File: src/sv/cascaded_position_speed_controller_core_macros.svh
// Assertion macros for the cascaded position/speed controller core
`ifndef CASCADED_POSITION_SPEED_CONTROLLER_CORE_MACROS_SVH
`define CASCADED_POSITION_SPEED_CONTROLLER_CORE_MACROS_SVH

`ifndef SYNTHESIS
`define ASSERT_ALWAYS(label, clk, rst, expr, msg) \
  label: assert property (@(posedge clk) disable iff (rst) (expr)) else $error(msg);
`define ASSERT_IMPLY(label, clk, rst, ante, cons, msg) \
  label: assert property (@(posedge clk) disable iff (rst) (ante) |-> (cons)) else $error(msg);
`define ASSERT_NEXT(label, clk, rst, ante, cons, msg) \
  label: assert property (@(posedge clk) disable iff (rst) (ante) |=> (cons)) else $error(msg);
`else
`define ASSERT_ALWAYS(label, clk, rst, expr, msg)
`define ASSERT_IMPLY(label, clk, rst, ante, cons, msg)
`define ASSERT_NEXT(label, clk, rst, ante, cons, msg)
`endif

`endif

File: src/sv/cpsc_pkg.sv
// Types, constants and microcode table of the cascaded position/speed controller
`timescale 1ns / 1ps
package cpsc_pkg;

  localparam int STEP_W = 4;

  localparam logic [STEP_W-1:0] STEP_IDLE = 4'd0;
  localparam logic [STEP_W-1:0] STEP_OUT  = 4'd10;

  localparam logic [1:0] REG_POSITION_GAIN = 2'd0;
  localparam logic [1:0] REG_SPEED_GAIN    = 2'd1;
  localparam logic [1:0] REG_INTEGRAL_RATE = 2'd2;
  localparam logic [1:0] REG_PWM_TOP       = 2'd3;

  localparam logic [7:0]  POSITION_GAIN_RESET = 8'd16;
  localparam logic [7:0]  SPEED_GAIN_RESET    = 8'd16;
  localparam logic [7:0]  INTEGRAL_RATE_RESET = 8'd16;
  localparam logic [15:0] PWM_TOP_RESET       = 16'h07FF;

  localparam logic signed [19:0] INTEG_RESET = 20'sd3575;
  localparam logic signed [20:0] INTEG_MIN   = -21'sd524287;
  localparam logic signed [20:0] INTEG_MAX   = 21'sd524271;
  localparam logic signed [16:0] DUTY_OFFSET = 17'sd32767;

  typedef enum logic {
    A_ERR,
    A_ITERM_OFS
  } mul_a_t;

  typedef enum logic [1:0] {
    B_PGAIN,
    B_SGAIN,
    B_IRATE,
    B_TOP
  } mul_b_t;

  typedef enum logic [3:0] {
    WB_NONE,
    WB_LOAD,
    WB_MUL,
    WB_SPDSET,
    WB_SPDERR,
    WB_PTERM,
    WB_INTEG,
    WB_ITERM,
    WB_OUT
  } wb_t;

  typedef enum logic [1:0] {
    C_NEXT,
    C_WAIT_IN,
    C_WAIT_OUT,
    C_JUMP
  } cond_t;

  typedef struct packed {
    mul_a_t             a_sel;
    mul_b_t             b_sel;
    wb_t                wb;
    cond_t              cond;
    logic [STEP_W-1:0]  target;
  } ucw_t;

  function automatic ucw_t ucode_rom(input logic [STEP_W-1:0] step);
    ucw_t w;
    w = '{a_sel: A_ERR, b_sel: B_PGAIN, wb: WB_NONE, cond: C_NEXT, target: STEP_IDLE};
    unique case (step)
      4'd0: begin
        w.wb   = WB_LOAD;
        w.cond = C_WAIT_IN;
      end
      4'd1: begin
        w.b_sel = B_PGAIN;
        w.wb    = WB_MUL;
      end
      4'd2: w.wb = WB_SPDSET;
      4'd3: w.wb = WB_SPDERR;
      4'd4: begin
        w.b_sel = B_SGAIN;
        w.wb    = WB_MUL;
      end
      4'd5: w.wb = WB_PTERM;
      4'd6: begin
        w.b_sel = B_IRATE;
        w.wb    = WB_MUL;
      end
      4'd7: w.wb = WB_INTEG;
      4'd8: w.wb = WB_ITERM;
      4'd9: begin
        w.a_sel = A_ITERM_OFS;
        w.b_sel = B_TOP;
        w.wb    = WB_MUL;
      end
      4'd10: begin
        w.wb     = WB_OUT;
        w.cond   = C_WAIT_OUT;
        w.target = STEP_IDLE;
      end
      default: begin
        w.cond   = C_JUMP;
        w.target = STEP_IDLE;
      end
    endcase
    return w;
  endfunction

  function automatic logic signed [15:0] sat16_34(input logic signed [33:0] v);
    if (v > 34'sd32767) begin
      return 16'sh7FFF;
    end else if (v < -34'sd32768) begin
      return 16'sh8000;
    end
    return v[15:0];
  endfunction

  function automatic logic signed [15:0] sat16_17(input logic signed [16:0] v);
    if (v > 17'sd32767) begin
      return 16'sh7FFF;
    end else if (v < -17'sd32768) begin
      return 16'sh8000;
    end
    return v[15:0];
  endfunction

endpackage

File: src/sv/cascaded_position_speed_controller_core.sv
// Cascaded P/PI position and speed controller, microcoded over one shared multiplier
`timescale 1ns / 1ps
`include "cascaded_position_speed_controller_core_macros.svh"
// An input word (position, target, wire_fault) is taken while the program sits
// in its entry step; the program then runs ten more steps, four of them
// passes through one shared 17x17 signed multiplier, and loads the result
// word into the output register. It takes no new word while the program
// runs; it returns to the entry step as soon as the result is loaded,
// so it accepts the next word while that result still waits for out_ready.
// A result waits in the last step only while an earlier result is still
// held. Gains and pwm_top are written over the APB port at 4*index and read
// back at the same address.
module cascaded_position_speed_controller_core
  import cpsc_pkg::*;
(
  input  logic               clk,
  input  logic               rst,
  input  logic               psel,
  input  logic               penable,
  input  logic               pwrite,
  input  logic [3:0]         paddr,
  input  logic [31:0]        pwdata,
  output logic [31:0]        prdata,
  output logic               pready,
  input  logic               in_valid,
  output logic               in_ready,
  input  logic [15:0]        position,
  input  logic [15:0]        target,
  input  logic               wire_fault,
  output logic               out_valid,
  input  logic               out_ready,
  output logic [15:0]        duty,
  output logic signed [15:0] speed_target,
  output logic signed [15:0] speed_now,
  output logic signed [15:0] prop_term,
  output logic signed [15:0] integ_term
);

  logic [7:0]  position_gain;
  logic [7:0]  speed_gain;
  logic [7:0]  integral_rate;
  logic [15:0] pwm_top;

  logic [STEP_W-1:0] step;
  logic [STEP_W-1:0] step_next;
  ucw_t              ucw;

  logic [15:0]        last_position;
  logic signed [19:0] integ;
  logic signed [15:0] a;
  logic signed [15:0] spd;
  logic signed [15:0] spd_set;
  logic signed [15:0] p_term;
  logic signed [15:0] i_term;
  logic               fault;
  logic signed [33:0] prod;

  logic               cfg_wr;
  logic               in_fire;
  logic               out_blocked;
  logic signed [16:0] pos_err;
  logic signed [16:0] spd_err;
  logic signed [16:0] mul_a;
  logic signed [16:0] mul_b;
  logic [15:0]        b_val;
  logic signed [33:0] prod_q16;
  logic signed [33:0] prod_q1024;
  logic signed [20:0] integ_sum;
  logic signed [19:0] integ_next;
  logic signed [19:0] integ_q16;

  assign pready = 1'b1;
  assign cfg_wr = psel & penable & pwrite & pready;

  always_ff @(posedge clk) begin
    if (rst) begin
      position_gain <= POSITION_GAIN_RESET;
      speed_gain    <= SPEED_GAIN_RESET;
      integral_rate <= INTEGRAL_RATE_RESET;
      pwm_top       <= PWM_TOP_RESET;
    end else if (cfg_wr) begin
      unique case (paddr[3:2])
        REG_POSITION_GAIN: position_gain <= pwdata[7:0];
        REG_SPEED_GAIN:    speed_gain    <= pwdata[7:0];
        REG_INTEGRAL_RATE: integral_rate <= pwdata[7:0];
        REG_PWM_TOP:       pwm_top       <= pwdata[15:0];
      endcase
    end
  end

  always_comb begin
    unique case (paddr[3:2])
      REG_POSITION_GAIN: prdata = {24'd0, position_gain};
      REG_SPEED_GAIN:    prdata = {24'd0, speed_gain};
      REG_INTEGRAL_RATE: prdata = {24'd0, integral_rate};
      REG_PWM_TOP:       prdata = {16'd0, pwm_top};
    endcase
  end

  assign ucw         = ucode_rom(step);
  assign in_ready    = (ucw.cond == C_WAIT_IN);
  assign in_fire     = in_valid & in_ready;
  assign out_blocked = out_valid & ~out_ready;

  always_comb begin
    unique case (ucw.cond)
      C_NEXT:     step_next = step + 1'b1;
      C_WAIT_IN:  step_next = in_fire ? step + 1'b1 : step;
      C_WAIT_OUT: step_next = out_blocked ? step : ucw.target;
      C_JUMP:     step_next = ucw.target;
    endcase
  end

  always_ff @(posedge clk) begin
    if (rst) begin
      step <= STEP_IDLE;
    end else begin
      step <= step_next;
    end
  end

  assign pos_err = $signed({1'b0, target}) - $signed({1'b0, position});
  assign spd_err = $signed({spd_set[15], spd_set}) - $signed({spd[15], spd});

  always_comb begin
    unique case (ucw.b_sel)
      B_PGAIN: b_val = {8'd0, position_gain};
      B_SGAIN: b_val = {8'd0, speed_gain};
      B_IRATE: b_val = {8'd0, integral_rate};
      B_TOP:   b_val = pwm_top;
    endcase
  end

  always_comb begin
    unique case (ucw.a_sel)
      A_ERR:       mul_a = {a[15], a};
      A_ITERM_OFS: mul_a = $signed({i_term[15], i_term}) + DUTY_OFFSET;
    endcase
  end

  assign mul_b = $signed({1'b0, b_val});

  assign prod_q16   = (prod + (prod[33] ? 34'sd15 : 34'sd0)) >>> 4;
  assign prod_q1024 = (prod + (prod[33] ? 34'sd1023 : 34'sd0)) >>> 10;
  assign integ_sum  = $signed({integ[19], integ}) + prod_q1024[20:0];
  assign integ_q16  = (integ + (integ[19] ? 20'sd15 : 20'sd0)) >>> 4;

  always_comb begin
    if (fault) begin
      integ_next = '0;
    end else if (integ_sum > INTEG_MAX) begin
      integ_next = INTEG_MAX[19:0];
    end else if (integ_sum < INTEG_MIN) begin
      integ_next = INTEG_MIN[19:0];
    end else begin
      integ_next = integ_sum[19:0];
    end
  end

  always_ff @(posedge clk) begin
    if (rst) begin
      last_position <= '0;
      integ         <= INTEG_RESET;
    end else begin
      if (ucw.wb == WB_LOAD && in_fire) begin
        last_position <= position;
      end
      if (ucw.wb == WB_INTEG) begin
        integ <= integ_next;
      end
    end
  end

  always_ff @(posedge clk) begin
    unique case (ucw.wb)
      WB_LOAD: begin
        a     <= sat16_17(pos_err);
        spd   <= position - last_position;
        fault <= wire_fault;
      end
      WB_MUL:    prod    <= mul_a * mul_b;
      WB_SPDSET: spd_set <= sat16_34(prod_q16);
      WB_SPDERR: a       <= sat16_17(spd_err);
      WB_PTERM: begin
        p_term <= sat16_34(prod_q16);
        a      <= sat16_34(prod_q16);
      end
      WB_ITERM: i_term <= integ_q16[15:0];
      default: begin
      end
    endcase
  end

  always_ff @(posedge clk) begin
    if (rst) begin
      out_valid <= 1'b0;
    end else if (ucw.wb == WB_OUT && !out_blocked) begin
      out_valid <= 1'b1;
    end else if (out_ready) begin
      out_valid <= 1'b0;
    end
  end

  always_ff @(posedge clk) begin
    if (ucw.wb == WB_OUT && !out_blocked) begin
      duty         <= prod[31:16];
      speed_target <= spd_set;
      speed_now    <= spd;
      prop_term    <= p_term;
      integ_term   <= i_term;
    end
  end

  `ASSERT_NEXT(a_accept_advances, clk, rst, in_fire, step == STEP_IDLE + 1'b1, "accepted word did not start the program")
  `ASSERT_ALWAYS(a_integ_range, clk, rst, (integ >= INTEG_MIN) && (integ <= INTEG_MAX), "integrator out of range")
  `ASSERT_IMPLY(a_out_from_last_step, clk, rst, $rose(out_valid), $past(step) == STEP_OUT, "result loaded outside the output step")
  `ASSERT_IMPLY(a_duty_below_top, clk, rst, out_valid, (duty < pwm_top) || (pwm_top == 16'd0), "duty not below pwm_top")

endmodule

File: config.mk
export PLATFORM = sky130hd
export DESIGN_NAME = cascaded_position_speed_controller_core
export DESIGN_NICKNAME = d
export VERILOG_FILES = /design/src/sv/cpsc_pkg.sv /design/src/sv/cascaded_position_speed_controller_core.sv
export VERILOG_INCLUDE_DIRS = /design/src /design/src/sv
export SDC_FILE = /design/constraint.sdc
export NUM_CORES = 1
export LEC_CHECK = 0
export ABC_CLOCK_PERIOD_IN_PS = 8460
export BUFFER_PORTS_ARGS = -buffer_cell sky130_fd_sc_hd__buf_2
export CORE_ASPECT_RATIO = 1.4
export CORE_MARGIN = 1
export CORE_UTILIZATION = 55
export CTS_CLUSTER_DIAMETER = 30
export DETAILED_ROUTE_END_ITERATION = 8
export GPL_TIMING_DRIVEN = 0
export PLACE_DENSITY_LB_ADDON = 0.25
export SYNTH_ARGS = -nofsm -noshare
export SYNTH_HDL_FRONTEND = slang
export SYNTH_SLANG_ARGS = --single-unit
File: constraint.sdc
create_clock -name clk -period 8.46 [get_ports clk]
set_clock_uncertainty 0.05 [all_clocks]
set_input_delay 1.269 -clock clk [delete_from_list [all_inputs] [get_ports clk]]
set_output_delay 1.269 -clock clk [all_outputs]
set_load 0.005 [all_outputs]
==> metrics <==
met2 WL roughly 39000 um; grt ovf 0; Die H roughly 260 um; Syn Area/Cell roughly 9.5 um2; number of flip-flops in the largest register 34; Nets 3521; fill cell total of the finished layout 3930; largest net degree at the start of global routing 39; mean routed wirelength per cell between 20 and 25 um; ys async rst share 0; CP most frequent cell fa_1; Pleak approximately 14 nW; Num CTS Buffers 45; Max transition margin 0.0969; via count roughly 21000; top_reg_cell synth edfxtp_1; most frequent cells in the layout inv_1 (452), nor2_1 (285), nand2_1 (282); first-pass GRT wire length around 110000 um; Pre-antenna DRT Iters 5; post-DP HPWL around 59000 um; gpl congestion between 0.9 and 1; Clk pin slew, worst setup/hold paths ~0.06 ns; Setup crit start kind flop; CTS tree yes; Crit-path slowest cell or4_4; Clock Latency Late Sink between 0.5 and 0.6 ns; status finished, final reports clean; clock root buffer clkbuf_16; EDFF count, synth 195; yosys synthesis warning count 0; post-synthesis cell count 2756; final setup vio count 0; post-synth cell types 90; met3 routed WL about 3500 um; CTS sink count 276; starting density of the core 0.556; most common cell after layout, fill and taps aside inv_1; # diodes 0; critical path required time 8.69 ns; # IOs ~190; Worst VDD drop between 0.2 and 0.3 mV; slowest stage delay, CP about 0.6 ns; uppermost layer routed met5; area delta synth->final 14.4%; drt total wl ~74000 um; fin crit share 0.964; gr usage total 0.315; clock buffer depth 3; RR Startpoint i_term[7]; Crit Path Class reg2reg; Final Critical Period 8.15 ns; utilization after layout 0.636; Routed met1 length roughly 25000 um; I/O Buffers between 150 and 200; biggest regs prod: 34 flops, integ: 20 flops; Worst R2R Setup Slack 0.31 ns; sequential share of the synthesized area 0.287; layout cell share with drive strength beyond 1 0.138; crit path capture type flop; total die area just under 50000 um2; PwrDens 281 nW/um2; Worst Hold Path EP prop_term[15]; worst r2r path cells 28; Power Total approximately 8.4 mW; core region area between 40000 and 50000 um2; HP Start p_term[15]; hold path cells 0; final hold vios 0; initial antenna violation count 1; hold_buf cts 0; DR iter-0 viols between 1000 and 1500; Rows between 90 and 100; Final Hold Slack between 0.3 and 0.4 ns; Yosys reg bits 276; DRC Markers 0; vias per cell 5.69; max cap viols 0; R2R Path End prod[29]; # H-tree levels 2; fmax 123 MHz; worst-margin pin slew ~1.3 ns; Post-Route Setup TNS 0 ns; Antenna Violating Nets Remaining 0; Die X ~190 um; largest register by flop count prod; Crit path arrival time approximately 8.4 ns; Hold Path Class reg2reg; vias in the first global route 21500; post-synthesis cell area 26100 um2; Crit Path Max Fanout 7; final count of pins violating max slew 0
-- worst max-delay path by stage --
stage / startpoint / to / slack, ns
6_report: i_term[7] / prod[29] / 0.31
3_3_place_gp: step[2] / prod[32] / -0.88
4_1_cts: step[3] / prod[31] / -0.007
3_5_place_dp: step[1] / prod[32] / -1.04
2_1_floorplan: step[2] / prod[33] / 0.66
5_1_grt: step[3] / prod[31] / -0.02
-- synth_stat cells, drive strengths merged, types with 6 or more instances --
cell type    n  share of area
inv        453          0.065
nor2       288          0.041
nand2      287          0.041
fa         283           0.22
edfxtp     195           0.22
ha         171          0.082
a21oi      121          0.024
xnor2      109          0.037
dfxtp       81          0.062
o21ai       77          0.015
clkbuf      71          0.010
nand3       49         0.0094
xor2        49          0.016
a21o        39          0.011
nor3        37         0.0075
mux2i       34          0.013
buf         32         0.0075
nor2b       31         0.0074
o21a        31         0.0089
and3        25         0.0060
nand4       25         0.0060
and2        23         0.0055
o211ai      20         0.0059
a211o       19         0.0064
nand2b      15         0.0036
a31oi       14         0.0039
and4        13         0.0044
or2         12         0.0029
a22oi       11         0.0032
or3         11         0.0026
a211oi      10         0.0031
nor4         9         0.0026
mux4         8         0.0069
a21boi       7         0.0022
a31o         7         0.0024
nand3b       6         0.0017
o311ai       6         0.0020
-- worst max-delay path, delay by kind of cell, from the launching register on --
kind            cells  cell delay (ns)
simple gates       10             2.25
flops               1             0.51
buf+inv             4             0.37
compound gates      5             1.05
xor+xnor            2             0.25
fa+ha+maj           7             3.34
-- stage by stage --
step                instances  area (um2)  setup WS (ns)
floorplan                2771       26100          0.661
global placement         3550       27700         -0.883
detailed placement       3556       27800          -1.04
CTS                      3636       29500       -0.00741
global route             3651       29800        -0.0227
finish                   3651       29800          0.307
-- report_power, final --
group	internal (mW)	leakage (nW)	switching [mW]
Clock	1.08	0.729	0.757
Sequential	1.86	2.46	0.211
Combinational	1.62	10.5	2.83
-- layer usage --
| metal | vias to the layer above | global-route usage |
|---|---|---|
| li1 | 9545 | - |
| met2 | 749 | 0.578 |
| met3 | 252 | 0.0290 |
| met1 | 10200 | 0.335 |
| met5 | - | 0 |
| met4 | 2 | 0.222 |
-- cells by family (layout without fill, tap and decap cells) --
group                      count (synthesis)  in the layout  share of synthesized area
and+or+nand+nor                          852            852                      0.150
buffers and inverters                    557            813                     0.0832
adders and majority gates                454            454                      0.299
AOI/OAI and AO/OA                        413            413                      0.106
DFF                                      276            276                      0.287
xor gates and xnor gates                 158            158                     0.0534
muxes                                     44             44                     0.0208
other                                      2             17                   0.000288
-- layout make-up --
cell class,instances,area [um2],area share
flip-flops and latches,276,7480,0.251
clock inverters,35,399,0.0134
repair buffers,182,1030,0.0346
plain buffers,94,487,0.0163
multi-input cells,1938,16800,0.563
inverters,454,1710,0.0573
clock buffers,48,1140,0.0381
well taps,624,781,0.0262
-- what timing repair did --
action,CTS,global route
gates cloned,0,0
setup endpoints to repair,13,11
pin swaps,1,10
buffers inserted,3,18
resized for setup,56,64
(Power assumes the default switching activity.)
